## config.mk

```make
export PLATFORM = sky130hd
export DESIGN_NAME = url_percent_decoder
export DESIGN_NICKNAME = d
export VERILOG_FILES = /design/src/urlpd_pkg.sv /design/src/url_percent_decoder.sv
export SDC_FILE = /design/constraint.sdc
export NUM_CORES = 1
export LEC_CHECK = 0
export ABC_CLOCK_PERIOD_IN_PS = 6600
export BUFFER_PORTS_ARGS = -buffer_cell sky130_fd_sc_hd__buf_2
export CAP_MARGIN = 20
export CORE_AREA = 2 2 89 91
export CTS_BUF_LIST = sky130_fd_sc_hd__clkbuf_8
export CTS_CLUSTER_DIAMETER = 120
export DETAILED_ROUTE_END_ITERATION = 10
export DIE_AREA = 0 0 91 93
export HOLD_SLACK_MARGIN = 0.15
export REMOVE_ABC_BUFFERS = 1
export SLEW_MARGIN = 20
export SYNTH_ARGS = -nofsm -noshare
export SYNTH_HDL_FRONTEND = slang
export SYNTH_SLANG_ARGS = --single-unit
```

## constraint.sdc

```tcl
create_clock -name clk_i -period 6.6 [get_ports clk_i]
set_input_delay 1.32 -clock clk_i [delete_from_list [all_inputs] [get_ports clk_i]]
set_output_delay 1.32 -clock clk_i [all_outputs]
set_load 0.005 [all_outputs]
```

## src/urlpd_pkg.sv

```systemverilog
`timescale 1ns / 1ps
// Shared types, character codes and hex digit decode for the URL percent decoder.
package urlpd_pkg;

  localparam logic [7:0] ChPercent = 8'h25;
  localparam logic [7:0] ChPlus    = 8'h2B;
  localparam logic [7:0] ChSpace   = 8'h20;
  localparam logic [7:0] HexBad    = 8'hFF;
  localparam int unsigned QDepth   = 3;

  typedef enum logic [1:0] {
    PH_TEXT  = 2'd0,
    PH_PCT   = 2'd1,
    PH_DIGIT = 2'd2
  } phase_e;

  typedef struct packed {
    logic [7:0] out_byte;
    logic       run_last;
    logic       string_end;
  } result_t;

  function automatic logic [7:0] hex_val(input logic [7:0] c);
    logic [7:0] v;
    v = HexBad;
    if (c >= 8'h30 && c <= 8'h39) v = c - 8'h30;
    else if (c >= 8'h41 && c <= 8'h46) v = c - 8'h41 + 8'd10;
    else if (c >= 8'h61 && c <= 8'h66) v = c - 8'h61 + 8'd10;
    return v;
  endfunction

  function automatic logic [7:0] plain(input logic [7:0] c);
    return (c == ChPlus) ? ChSpace : c;
  endfunction

endpackage

```

## src/url_percent_decoder.sv

```systemverilog
`timescale 1ns / 1ps
// URL percent decoder: one encoded byte per transfer, decoded bytes out.
//
// Takes one byte per clock while the queue has room. A '+' becomes a space,
// '%' and two hex digits become one byte, everything else passes through. A
// '%' and the digit after it produce no output; a string that ends one byte
// after a '%' produces two outputs (the literal '%', then that byte). Decoding
// is combinational logic from the input transfer into a three-entry output
// queue; input is taken while at most one decoded byte waits, so the sustained
// rate is one byte per cycle while the output is ready, with an input stall
// after a double result. m_axis_tuser marks the last output of one input
// transfer, m_axis_tlast the final decoded byte of the string.
module url_percent_decoder (
  input  logic       clk_i,
  input  logic       rst_ni,
  input  logic       s_axis_tvalid,
  output logic       s_axis_tready,
  input  logic [7:0] s_axis_tdata,   // [7:0] in_byte
  input  logic       s_axis_tlast,   // in_last
  output logic       m_axis_tvalid,
  input  logic       m_axis_tready,
  output logic [7:0] m_axis_tdata,   // [7:0] out_byte
  output logic       m_axis_tuser,   // [0] run_last
  output logic       m_axis_tlast    // string_end
);
  import urlpd_pkg::*;

  phase_e     phase_q, phase_d;
  logic [7:0] first_q, first_d;
  result_t    q_q [QDepth];
  result_t    q_d [QDepth];
  logic [1:0] cnt_q, cnt_d;

  logic       in_fire, out_fire;
  logic [1:0] res_n;
  result_t    res0, res1;
  logic [7:0] hi, lo;
  logic [1:0] base;

  assign s_axis_tready = (cnt_q <= 2'd1);
  assign in_fire       = s_axis_tvalid && s_axis_tready;
  assign m_axis_tvalid = (cnt_q != 2'd0);
  assign out_fire      = m_axis_tvalid && m_axis_tready;
  assign m_axis_tdata  = q_q[0].out_byte;
  assign m_axis_tuser  = q_q[0].run_last;
  assign m_axis_tlast  = q_q[0].string_end;

  assign hi = hex_val(first_q);
  assign lo = hex_val(s_axis_tdata);

  always_comb begin
    phase_d = phase_q;
    first_d = first_q;
    res_n   = 2'd0;
    res0    = '{out_byte: plain(s_axis_tdata), run_last: 1'b1, string_end: s_axis_tlast};
    res1    = '{out_byte: plain(s_axis_tdata), run_last: 1'b1, string_end: 1'b1};
    if (in_fire) begin
      unique case (phase_q)
        PH_PCT: begin
          if (s_axis_tlast) begin
            res0    = '{out_byte: ChPercent, run_last: 1'b0, string_end: 1'b0};
            res_n   = 2'd2;
            phase_d = PH_TEXT;
          end else begin
            first_d = s_axis_tdata;
            phase_d = PH_DIGIT;
          end
        end
        PH_DIGIT: begin
          res0.out_byte = (lo == HexBad) ? HexBad : {hi[3:0], lo[3:0]};
          res_n         = 2'd1;
          phase_d       = PH_TEXT;
        end
        default: begin
          phase_d = PH_TEXT;
          if (s_axis_tdata == ChPercent && !s_axis_tlast) begin
            phase_d = PH_PCT;
          end else begin
            res_n = 2'd1;
          end
        end
      endcase
    end
  end

  always_comb begin
    for (int i = 0; i < QDepth; i++) begin
      q_d[i] = q_q[i];
    end
    if (out_fire) begin
      for (int i = 0; i < QDepth - 1; i++) begin
        q_d[i] = q_q[i + 1];
      end
    end
    base = cnt_q - {1'b0, out_fire};
    if (res_n != 2'd0) q_d[base] = res0;
    if (res_n == 2'd2) q_d[base + 2'd1] = res1;
    cnt_d = base + res_n;
  end

  always_ff @(posedge clk_i or negedge rst_ni) begin
    if (!rst_ni) begin
      phase_q <= PH_TEXT;
      first_q <= '0;
      cnt_q   <= '0;
    end else begin
      phase_q <= phase_d;
      first_q <= first_d;
      cnt_q   <= cnt_d;
    end
  end

  always_ff @(posedge clk_i) begin
    for (int i = 0; i < QDepth; i++) begin
      q_q[i] <= q_d[i];
    end
  end

  a_no_overflow: assert property (@(posedge clk_i) disable iff (!rst_ni)
    in_fire && !out_fire |-> cnt_q <= 2'd1)
    else $error("output queue overflow");

  a_digit_done: assert property (@(posedge clk_i) disable iff (!rst_ni)
    in_fire && phase_q == PH_DIGIT |=> phase_q == PH_TEXT && cnt_q != 2'd0)
    else $error("escape not completed");

  a_end_is_run_last: assert property (@(posedge clk_i) disable iff (!rst_ni)
    m_axis_tvalid && m_axis_tlast |-> m_axis_tuser)
    else $error("string end without run end");

  a_pending_silent: assert property (@(posedge clk_i) disable iff (!rst_ni)
    in_fire && phase_q == PH_PCT && !s_axis_tlast && !out_fire |=> $stable(cnt_q))
    else $error("output during pending escape");

endmodule
```

### Word-level counts from Yosys, hierarchy flattened

Memories as Yosys holds them, arrays and structs flattened.
Cells that the tools add are included.

* flip-flop bits (word level): 12
* latch bits: 0
* bits in writable memories: 30
* ROM bits: 0
* input port bits: 13
* output and inout bits: 12
* word-level logic and storage cells: 86
* memories kept: 1

* add/subtract/negate cells: 13
* multipliers: 0
* divide/modulo/power cells: 0
* order comparisons: 17
* eq/ne operators: 6
* shifts and indexed selects: 0
* mux-type cells: 28
* bitwise gates (word level): 3
* reductions and logical operators: 15

Memory list
* q_q: depth 3, width 10, read ports 3, clocked after Yosys merged registers in 0, write ports 3, RTL line url_percent_decoder.sv:30 `result_t q_q [QDepth];`

Operators by type and width (number)
* bitwise mux 30 bit: 2
* two-way mux 30 bit: 2
* demux 10 bit (select 2 bit): 2
* two-way mux 10 bit: 4
* two-way mux 8 bit: 5
* >= comparator 8 x 7 -> 1 bit (second input constant): 4
* <= comparator 8 x 7 -> 1 bit (second input constant): 4
* two-way mux 20 bit: 1
* adder 8 x 4 -> 8 bit (second input constant): 2
* equality test 8 x 6 -> 1 bit (second input constant): 2
* >= comparator 8 x 6 -> 1 bit (second input constant): 2
* <= comparator 8 x 6 -> 1 bit (second input constant): 2
* one-hot mux 8 bit (2 select lines): 1
* subtractor 8 x 7 -> 8 bit (second input constant): 2
* two-way mux 4 bit: 3
* subtractor 4 x 1 -> 4 bit (second input constant): 3
* logical AND 1 bit: 11
* adder 4 bit (second input constant): 2
* equality test 8 bit (second input constant): 1
* two-way mux 2 bit: 4
* one-hot mux 2 bit (2 select lines): 2
* subtractor 8 x 6 -> 8 bit (second input constant): 1
* >= comparator 3 bit (second input constant): 2
* < comparator 3 x 1 -> 1 bit (second input constant): 2
* 12 further kinds: 16

### Logic depth before layout (Yosys ltp)

Gate-level depths: netlist of run 1.

* depth in word-level cells: 13
* depth in mapped cells: 14
* gate-level depth less buffers: 11

### Worst setup path before layout of run 1

Ideal clock, no wire load.

* path kind: input to register
* start: input m_axis_tready
* end: memory q_q[0][12] (netlist bit)
* setup time: 0.128 ns
* arrival time: 3.614 ns
* data required time: 6.472 ns
* path slack: 2.858 ns
* stages: 12
* path buffers: 3
* cells stage by stage: nand2_1 -> inv_1 -> clkbuf_1 -> buf_1 -> ha_1 -> xor2_1 -> nor2_1 -> nand2_1 -> clkbuf_1 -> nand3_1 -> o211ai_1 -> o21ai_0

RTL lines
* from (decl): RTL line url_percent_decoder.sv:21 `input logic m_axis_tready,`
* to (decl): RTL line url_percent_decoder.sv:30

==> results of run 1 <==
## state kept, by name, indices dropped and copies added, names as in the netlist
| register | count |
|---|---|
| cnt_q | 2 |
| phase_q | 2 |
| q_q | 30 |
| first_q | 8 |
## power breakdown
group          switching (mW)  total [mW]  internal (mW)
clock network           0.102       0.216          0.114
registers              0.0513       0.401          0.350
logic                   0.261       0.465          0.204
## cells by family after synthesis
logic type,after synthesis
and+or+nand+nor,146
buffers and inverters,41
AOI/OAI and AO/OA,105
DFF,42
muxes,16
adders and majority gates,16
xor gates and xnor gates,8
## through the flow
step	setup slack [ns]	area, sq um
after floorplan	2.82	2790
after global placement	2.07	3040
after detailed placement	1.95	3040
after CTS	2.29	3150
after global routing	1.98	3150
final	2.23	3150
## worst max-delay path: stages
cell and delay [ns]:
buf_2 0.09, nand2_1 0.45, inv_1 0.52, ha_1 0.38, xnor2_1 0.59, nand3_1 0.55, mux2_2 0.37, a31oi_1 0.03
mux2_2 0.26
## final timing paths
kind	from	endpoint	slack, ns	depth (start not counted)
worst max-delay path	m_axis_tready	q_q[0][9]	2.23	9
worst min-delay path	q_q[0][20]	q_q[0][20]	0.51	2
worst max register to register	cnt_q[1]	q_q[0][9]	2.74	10
worst min register to register	q_q[0][20]	q_q[0][20]	0.51	2
max in group asynchronous	rst_ni	cnt_q[0]	5.50	1
min in group asynchronous	rst_ni	first_q[7]	0.87	1
## synthesized netlist by cell type (all sizes together) (8+ instances only)
cell type,number
ha,16
a21oi,15
dfrtp,12
o21ai,31
nor2,33
nand3,18
clkbuf,13
inv,17
o22ai,12
buf,11
mux2,10
nor3,8
nand2,57
dfxtp,30
## routing by layer
layer	share of wire, %	vias to the layer above	GRT usage (%)	wire (microns)
li1	-	1354	-	-
met1	50	1309	26.6	3840
met2	44	77	29.6	3380
met3	4.5	6	3.55	343
met4	0.76	0	3.54	58
met5	0	-	0	0
## cell type report
type / instances / area, sq um
well taps: 102 / 128
inverters: 17 / 63.8
clock inverters: 3 / 43.8
repair buffers: 24 / 120
clock buffers: 5 / 68.8
fillers: 818 / 4380
multi-input cells: 291 / 1830
flip-flops and latches: 42 / 901
==> impl_metrics.csv, run 1 <==
group,metric,value,unit
global_route,grt-ovfl-total,0,
finish,drive_gt1_share,13.6,%
floorplanning,fp.dieW,91,microns
hold_path,min_path_type,"register to register",
yosys,ys_types,56,
timing,clock.fmax,0.229,GHz
setup_path,startpoint_type,"primary input",
route,detail_route.wl_per_cell,15.7,microns
finish,layout_commonest_cell,"nand2_1",
route,drtPass1Iterations,4,
cts,clock_latency,0.31,ns
cts,root_buffer,"clkbuf_8",
setup_path,critPathCaptureType,"register",
yosys,muxShareOfSynthArea,5.92,%
route,avgViaCountPerCell,5.67,
yosys,synth_seq_cells,42,
power_and_ir_drop,vdd_ir_drop_max,0.127,mV
global_route,grt_max_degree,21,
cts,h-tree-depth,2,
floorplanning,coreArea,7530,sq um
route,routed_wl,7620,microns
finish,final_cell_mix,"nand2_1, nor2_1, o21ai_0, dfxtp_1, buf_2",
timing,finalCriticalPeriod,4.37,ns
route,drtIter0Drc,179,
cts,ctsHoldBuffers,0,
route,drtAntennaViolNets,0,
yosys,synth-edff-count,0,
floorplanning,dieArea,8460,sq um
timing,setup_tns,0,ns
finish,postLayoutCoreUtil,41.9,%
finish,diodes,0,
cts,cts_tree,"yes",
timing,rsz0062_at_grt,"false",
setup_path,arrival,4.57,ns
finish,nets,410,
floorplanning,start_util,38.7,%
yosys,synthAdderAreaFrac,6.86,%
global_route,antenna_found_initial,0,
cts,clockBufferDepth,2,
global_route,grt_pass1_wl,12700,microns
yosys,seq_area_frac_synth,30.9,%
cts,cts_buffers,5,
timing,hold_ws,0.509,ns
finish,stdcell_count,484,
timing,tightest_slew,0.721,ns
yosys,synthXorXnorAreaFrac,2.40,%
timing,hold_viol,0,
place,dp_hpwl,5570,microns
yosys,async_flop_share,28.6,%
flow_run,max_cap_violations,0,
yosys,synth_warnings,0,
place,globalplace.congestion,0.870,
timing,timing.slew.headroom,51.7,%
cts,cts_setup_buffers,0,
setup_path,path_class,"primary input to register",
yosys,synth_top_area_cell,"dfxtp_1",
yosys,netlist_top_cells_area,"dfxtp_1, dfrtp_1, nand2_1",
floorplanning,io_pins,25,
outcome,status,"complete, no violations",
route,via_count,2746,
timing,final_max_slew_viol_count,0,
yosys,synth_top_family_by_area,"compound AO/OA/AOI/OAI gates",
yosys,syn_area_per_cell,7.80,sq um
cts,clock_sinks,42,
power_and_ir_drop,power.density,343,nW/um^2
cts,cts_resized,0,
global_route,grt_use_total,18.6,%
route,drc,0,
power_and_ir_drop,p_total,1.08,mW
cts,clk_pin_slew_worst_paths,0.09,ns
power_and_ir_drop,leakagePower,1.38,nW
global_route,grt_pass1_vias,2532,
timing,finalSetupViolCount,0,
place,port_buffers,24,
setup_path,path_max_fanout,20,
yosys,synth-simple-area-share,23.6,%
finish,synthToLayoutAreaGrowth,8.07,%
floorplanning,die_h,93,microns
setup_path,worstPathRequired,6.80,ns
yosys,syn_area,2920,sq um
floorplanning,num_rows,32,
place,placed_cells,476,
yosys,yosysTopAreaCellShare,20.6,%
timing,skew,0.00989,ns
yosys,syn_inst,374,
yosys,synth_top_flop_cell,"dfxtp_1",
timing,fin_crit_sh,66.2,%
yosys,synth_compound_area_share,23.9,%
(Power assumes the default switching activity.)
==> inputs of run 2 (changes only) <==
Settings changed: ABC_CLOCK_PERIOD_IN_PS 6600 to 4600.
Clock period 6.6 ns to 4.6 ns, I/O delays scaled along.
==> run 2 against run 1 <==
Against the previous run: sequential power grew 43%; critical path depth grew 3; power grew 44%; setup slack lost 1.1 ns; design area up 0.48%; sequential cell count did not move; register-to-register slack got worse by 1.4 ns; worst hold slack worse by 0.035 ns; clock power grew 41%; via count is 0.80% higher; largest power group unchanged.
==> impl_metrics.csv, run 2 (same netlist as run 1, synthesis figures left out) <==
group,metric,value,unit
outcome,status,"complete, no violations",
finish,drive_gt1_share,14.1,%
setup_path,arrival,3.67,ns
setup_path,critPathSlowestCell,"nand3_1",
global_route,antenna_found_initial,0,
finish,layout_commonest_cell,"nand2_1",
cts,clock_sinks,42,
setup_path,critPathCaptureType,"register",
floorplanning,fp.dieW,91,microns
cts,clockBufferDepth,2,
finish,final_cell_mix,"nand2_1, nor2_1, o21ai_0, dfxtp_1, buf_2",
floorplanning,io_pins,25,
route,routed_wl,7640,microns
finish,diodes,0,
global_route,grt_use_total,18.2,%
floorplanning,die_h,93,microns
global_route,grt_pass1_wl,12500,microns
timing,rsz0062_at_grt,"false",
cts,cts_tree,"yes",
timing,timing.slew.headroom,53.8,%
place,place_area,3050,sq um
floorplanning,start_util,38.7,%
finish,nets,412,
global_route,grt_pass1_vias,2490,
setup_path,startpoint_type,"primary input",
cts,h-tree-depth,2,
timing,hold_viol,0,
setup_path,slowest_delay,0.52,ns
finish,num-fill-cells,804,
timing,clock.fmax,0.289,GHz
timing,tightest_slew,0.687,ns
timing,skew,0.0137,ns
finish,largest_reg_flops,30,
timing,finalCriticalPeriod,3.46,ns
power_and_ir_drop,power.switching,593,uW
finish,regArea,901,sq um
place,port_buffers,24,
place,globalplace.congestion,0.860,
timing,finalSetupViolCount,0,
floorplanning,dieArea,8460,sq um
power_and_ir_drop,sw_frac_of_total,38.1,%
flow_run,max_cap_violations,0,
finish,top_register,"q_q",
cts,clk_pin_slew_worst_paths,0.09,ns
cts,cts_resized,0,
global_route,grt_max_degree,21,
setup_path,crit_path_cell_trace,"buf_2 > inv_1 > ha_1 > nor3b_1 > nand3_1 > o211ai_1 > inv_1 > nor2_1 > nand3_1 > nand2_1 > o22ai_1 > a31o_2",
setup_path,path_class,"primary input to register",
power_and_ir_drop,leakagePower,1.39,nW
power_and_ir_drop,clkPwrFrac,19.5,%
power_and_ir_drop,vdd_ir_drop_max,0.139,mV
setup_path,worstPathRequired,4.81,ns
timing,fin_crit_sh,75.3,%
hold_path,min_path_type,"primary input to async pin",
place,dp_hpwl,5560,microns
timing,final_max_slew_viol_count,0,
power_and_ir_drop,power.density,492,nW/um^2
floorplanning,num_rows,32,
finish,fin_area,3170,sq um
power_and_ir_drop,seqPwrFrac,36.9,%
power_and_ir_drop,combPwrFrac,43.6,%
route,via_count,2768,
route,drtPass1Iterations,5,
finish,reg_top3,"q_q: 30 flops, first_q: 8 flops",
route,drtAntennaViolNets,0,
finish,synthToLayoutAreaGrowth,8.58,%
setup_path,path_max_fanout,15,
cts,clock_latency,0.31,ns
cts,root_buffer,"clkbuf_8",
cts,cts_setup_buffers,0,
route,avgViaCountPerCell,5.70,
global_route,grt-ovfl-total,0,
cts,ctsHoldBuffers,0,
finish,postLayoutCoreUtil,42.1,%
cts,cts_buffers,5,
finish,multi_input_area,1830,sq um
finish,stdcell_count,486,
route,drc,0,
power_and_ir_drop,p_int,964,uW
route,drtIter0Drc,270,
place,placed_cells,478,
timing,setup_tns,0,ns
route,detail_route.wl_per_cell,15.7,microns
floorplanning,coreArea,7530,sq um
run 2: cell count changes in the layout (fill, tap and decap cells not counted), sizes merged:
cell	delta
buf	+2
run 2: critical path, delay by kind of cell:
family	cells	cell delay, ns
AO/OA/AOI/OAI	3	0.59
AND/OR/NAND/NOR	5	1.50
adder cells (fa/ha/maj)	1	0.20
buffers and inverters	3	0.45
run 2: metal layers:
| metal | up-vias | routed length, microns | track usage, % | part of all wire (%) |
|---|---|---|---|---|
| met5 | - | 0 | 0 | 0 |
| met4 | 0 | 26 | 4.17 | 0.34 |
| met3 | 3 | 484 | 2.90 | 6.3 |
| met2 | 99 | 3430 | 28.5 | 45 |
| met1 | 1298 | 3700 | 26.3 | 48 |
| li1 | 1368 | - | - | - |
run 2: worst paths after layout:
check                                 from         end  slack [ns]  cells past startpoint
max in group asynchronous           rst_ni    cnt_q[1]        3.92                      1
max                        s_axis_tdata[4]  q_q[0][17]        1.14                     12
min                                 rst_ni  first_q[6]        0.47                      1
min reg2reg                     first_q[5]  first_q[5]        0.52                      1
max reg2reg                       cnt_q[1]  q_q[0][17]        1.34                     12
min in group clk_i              first_q[5]  first_q[5]        0.52                      1
run 2: final cells by class:
cell class,count,share of cell area [%]
Tap cell,102,4.03
Inverter,17,2.02
Timing Repair Buffer,26,4.27
Sequential cell,42,28.4
Clock buffer,5,2.17
Multi-Input combinational cell,291,57.7
Clock inverter,3,1.38
run 2: power by group through the flow:
stage                     Combinational (mW)  Clock [mW]  Sequential (mW)
final                                  0.679       0.304            0.574
after global routing                   0.759       0.322            0.589
after CTS                              0.675       0.310            0.575
after detailed placement               0.672           0            0.583
after global placement                 0.663           0            0.582
after floorplan                        0.495           0            0.567
run 2: per-stage QoR:
| step | setup slack (ns) | hold slack [ns] | total power, mW |
|---|---|---|---|
| after floorplan | 1.22 | 0.472 | 1.06 |
| after global placement | 0.960 | 0.495 | 1.25 |
| after detailed placement | 0.868 | 0.496 | 1.26 |
| after CTS | 1.18 | 0.480 | 1.56 |
| after global routing | 0.932 | 0.497 | 1.67 |
| final | 1.14 | 0.474 | 1.56 |
==> inputs of run 3 (changes only) <==
Settings changed: ABC_CLOCK_PERIOD_IN_PS 4600 to 2950.
Clock period 4.6 ns to 2.95 ns, I/O delays scaled along.
==> run 3 against run 2 <==
Against the previous run: final cell count increased by 4.9%; clock skew decreased by 0.0061 ns; setup slack got worse by 0.87 ns; clock power increased by 31%; core utilization increased by 2.1 points; critical path depth decreased by 2; first-iteration DRC count decreased by 40%; die area unchanged; sequential share of layout area decreased by 1.4 points; worst hold slack got worse by 0.33 ns; critical endpoint is now q_q[0][8]; largest cell class unchanged; largest power group unchanged.
==> impl_metrics.csv, run 3 (same netlist as run 1, synthesis figures left out) <==
group,metric,value,unit
outcome,status,"complete, no violations",
place,place_area,3230,sq um
route,drtAntennaViolNets,0,
floorplanning,dieArea,8460,sq um
global_route,grt_pass1_wl,13600,microns
setup_path,cpMostUsedCell,"a21oi_1",
floorplanning,coreArea,7530,sq um
global_route,grt_use_total,19.7,%
finish,fin_area,3330,sq um
finish,postLayoutCoreUtil,44.2,%
power_and_ir_drop,power.switching,955,uW
floorplanning,num_rows,32,
power_and_ir_drop,clkPwrFrac,16.4,%
setup_path,arrival,2.92,ns
power_and_ir_drop,combPwrFrac,47.4,%
setup_path,worstPathRequired,3.18,ns
setup_path,path_buf_inv,2,
global_route,grt-ovfl-total,0,
power_and_ir_drop,vdd_ir_drop_max,0.215,mV
floorplanning,die_h,93,microns
cts,clockBufferDepth,2,
floorplanning,fp.dieW,91,microns
finish,final_cell_mix,"nand2_1, nor2_1, o21ai_0, dfxtp_1, buf_4",
cts,cts_resized,0,
finish,synthToLayoutAreaGrowth,14.0,%
power_and_ir_drop,p_int,1.48,mW
route,drtIter0Drc,161,
finish,diodes,0,
global_route,antenna_found_initial,0,
route,drtPass1Iterations,5,
timing,fin_crit_sh,91.1,%
global_route,grt_max_degree,20,
power_and_ir_drop,power.density,733,nW/um^2
route,routed_wl,7980,microns
place,placed_cells,502,
setup_path,slowest_delay,0.52,ns
setup_path,r2r_start,"phase_q[0]",
finish,top_register,"q_q",
cts,h-tree-depth,2,
setup_path,critPathSlowestCell,"a211oi_1",
finish,largest_reg_flops,30,
timing,timing.slew.headroom,57.7,%
timing,finalSetupViolCount,0,
floorplanning,io_pins,25,
setup_path,startpoint_type,"primary input",
power_and_ir_drop,seqPwrFrac,36.3,%
setup_path,crit_family,"compound AO/OA/AOI/OAI gates",
cts,root_buffer,"clkbuf_8",
route,detail_route.wl_per_cell,15.7,microns
timing,skew,0.00755,ns
timing,finalWorstSetupSlack,0.262,ns
place,globalplace.congestion,0.860,
timing,final_max_slew_viol_count,0,
setup_path,r2r-end,"q_q[0][16]",
floorplanning,start_util,38.7,%
timing,tightest_slew,0.631,ns
finish,layout_commonest_cell,"nand2_1",
global_route,grt_pass1_vias,2722,
setup_path,r2r_slack,0.54,ns
setup_path,worst-r2r-cell-count,11,
route,via_count,2843,
cts,cts_setup_buffers,0,
power_and_ir_drop,sw_frac_of_total,39.2,%
flow_run,max_cap_violations,0,
power_and_ir_drop,leakagePower,1.49,nW
cts,clk_pin_slew_worst_paths,0.09,ns
route,avgViaCountPerCell,5.57,
setup_path,critPathCaptureType,"register",
finish,nets,436,
setup_path,crit_path_cell_trace,"buf_2 > inv_1 > ha_1 > a32oi_1 > a211oi_1 > xnor2_1 > a21oi_1 > o31a_1 > o211a_1 > a21oi_1",
timing,hold_viol,0,
power_and_ir_drop,p_total,2.44,mW
cts,clock_latency,0.31,ns
setup_path,path_class,"primary input to register",
cts,ctsHoldBuffers,0,
place,dp_hpwl,6060,microns
cts,cts_buffers,5,
hold_path,min_path_type,"primary input to async pin",
finish,reg_top3,"q_q: 30 flops, first_q: 8 flops",
place,port_buffers,24,
timing,finalCriticalPeriod,2.69,ns
timing,clock.fmax,0.372,GHz
setup_path,path_max_fanout,7,
route,drc,0,
finish,drive_gt1_share,19.1,%
cts,clock_sinks,42,
place,place_ws,0.00171,ns
cts,cts_tree,"yes",
finish,stdcell_count,510,
timing,rsz0062_at_grt,"false",
## run 3: power by group through the flow
stage	registers (mW)	logic, mW	clock network [mW]
floorplan	0.884	0.772	0
global placement	0.894	1.15	0
detailed placement	0.898	1.15	0
CTS	0.886	1.15	0.410
global route	0.910	1.31	0.436
finish	0.884	1.15	0.399
## run 3: worst max path at each step
stage	end	slack, ns	cells after the start	start
6_report	q_q[0][8]	0.26	10	s_axis_tdata[5]
5_1_grt	q_q[0][7]	0.11	10	s_axis_tdata[5]
4_1_cts	q_q[0][8]	0.31	10	s_axis_tdata[5]
3_5_place_dp	q_q[0][7]	0.002	10	s_axis_tdata[5]
3_3_place_gp	q_q[0][8]	0.02	10	s_axis_tdata[5]
2_1_floorplan	q_q[0][9]	-0.11	10	cnt_q[1]
## run 3: metrics by stage
stage	hold slack, ns	TNS (ns)
2_1_floorplan	0.294	-0.223
3_3_place_gp	0.475	0
3_5_place_dp	0.482	0
4_1_cts	0.151	0
5_1_grt	0.164	0
6_report	0.143	0
## run 3: layer usage
metal  vias to the layer above  global-route usage, %  part of all wire (%)
met1                      1341                   27.6                    47
met3                         4                   3.46                   6.0
li1                       1405                      -                     -
met5                         -                      0                     0
met4                         0                   2.65                  0.45
met2                        93                   32.8                    47
## run 3: cell type report
class	instances	area [sq um]
tap	102	128
inverter	17	63.8
fill	836	4200
multi-input combinational	291	1830
clock inverter	3	22.5
sequential	42	901
timing repair buffer	50	315
clock buffer	5	68.8
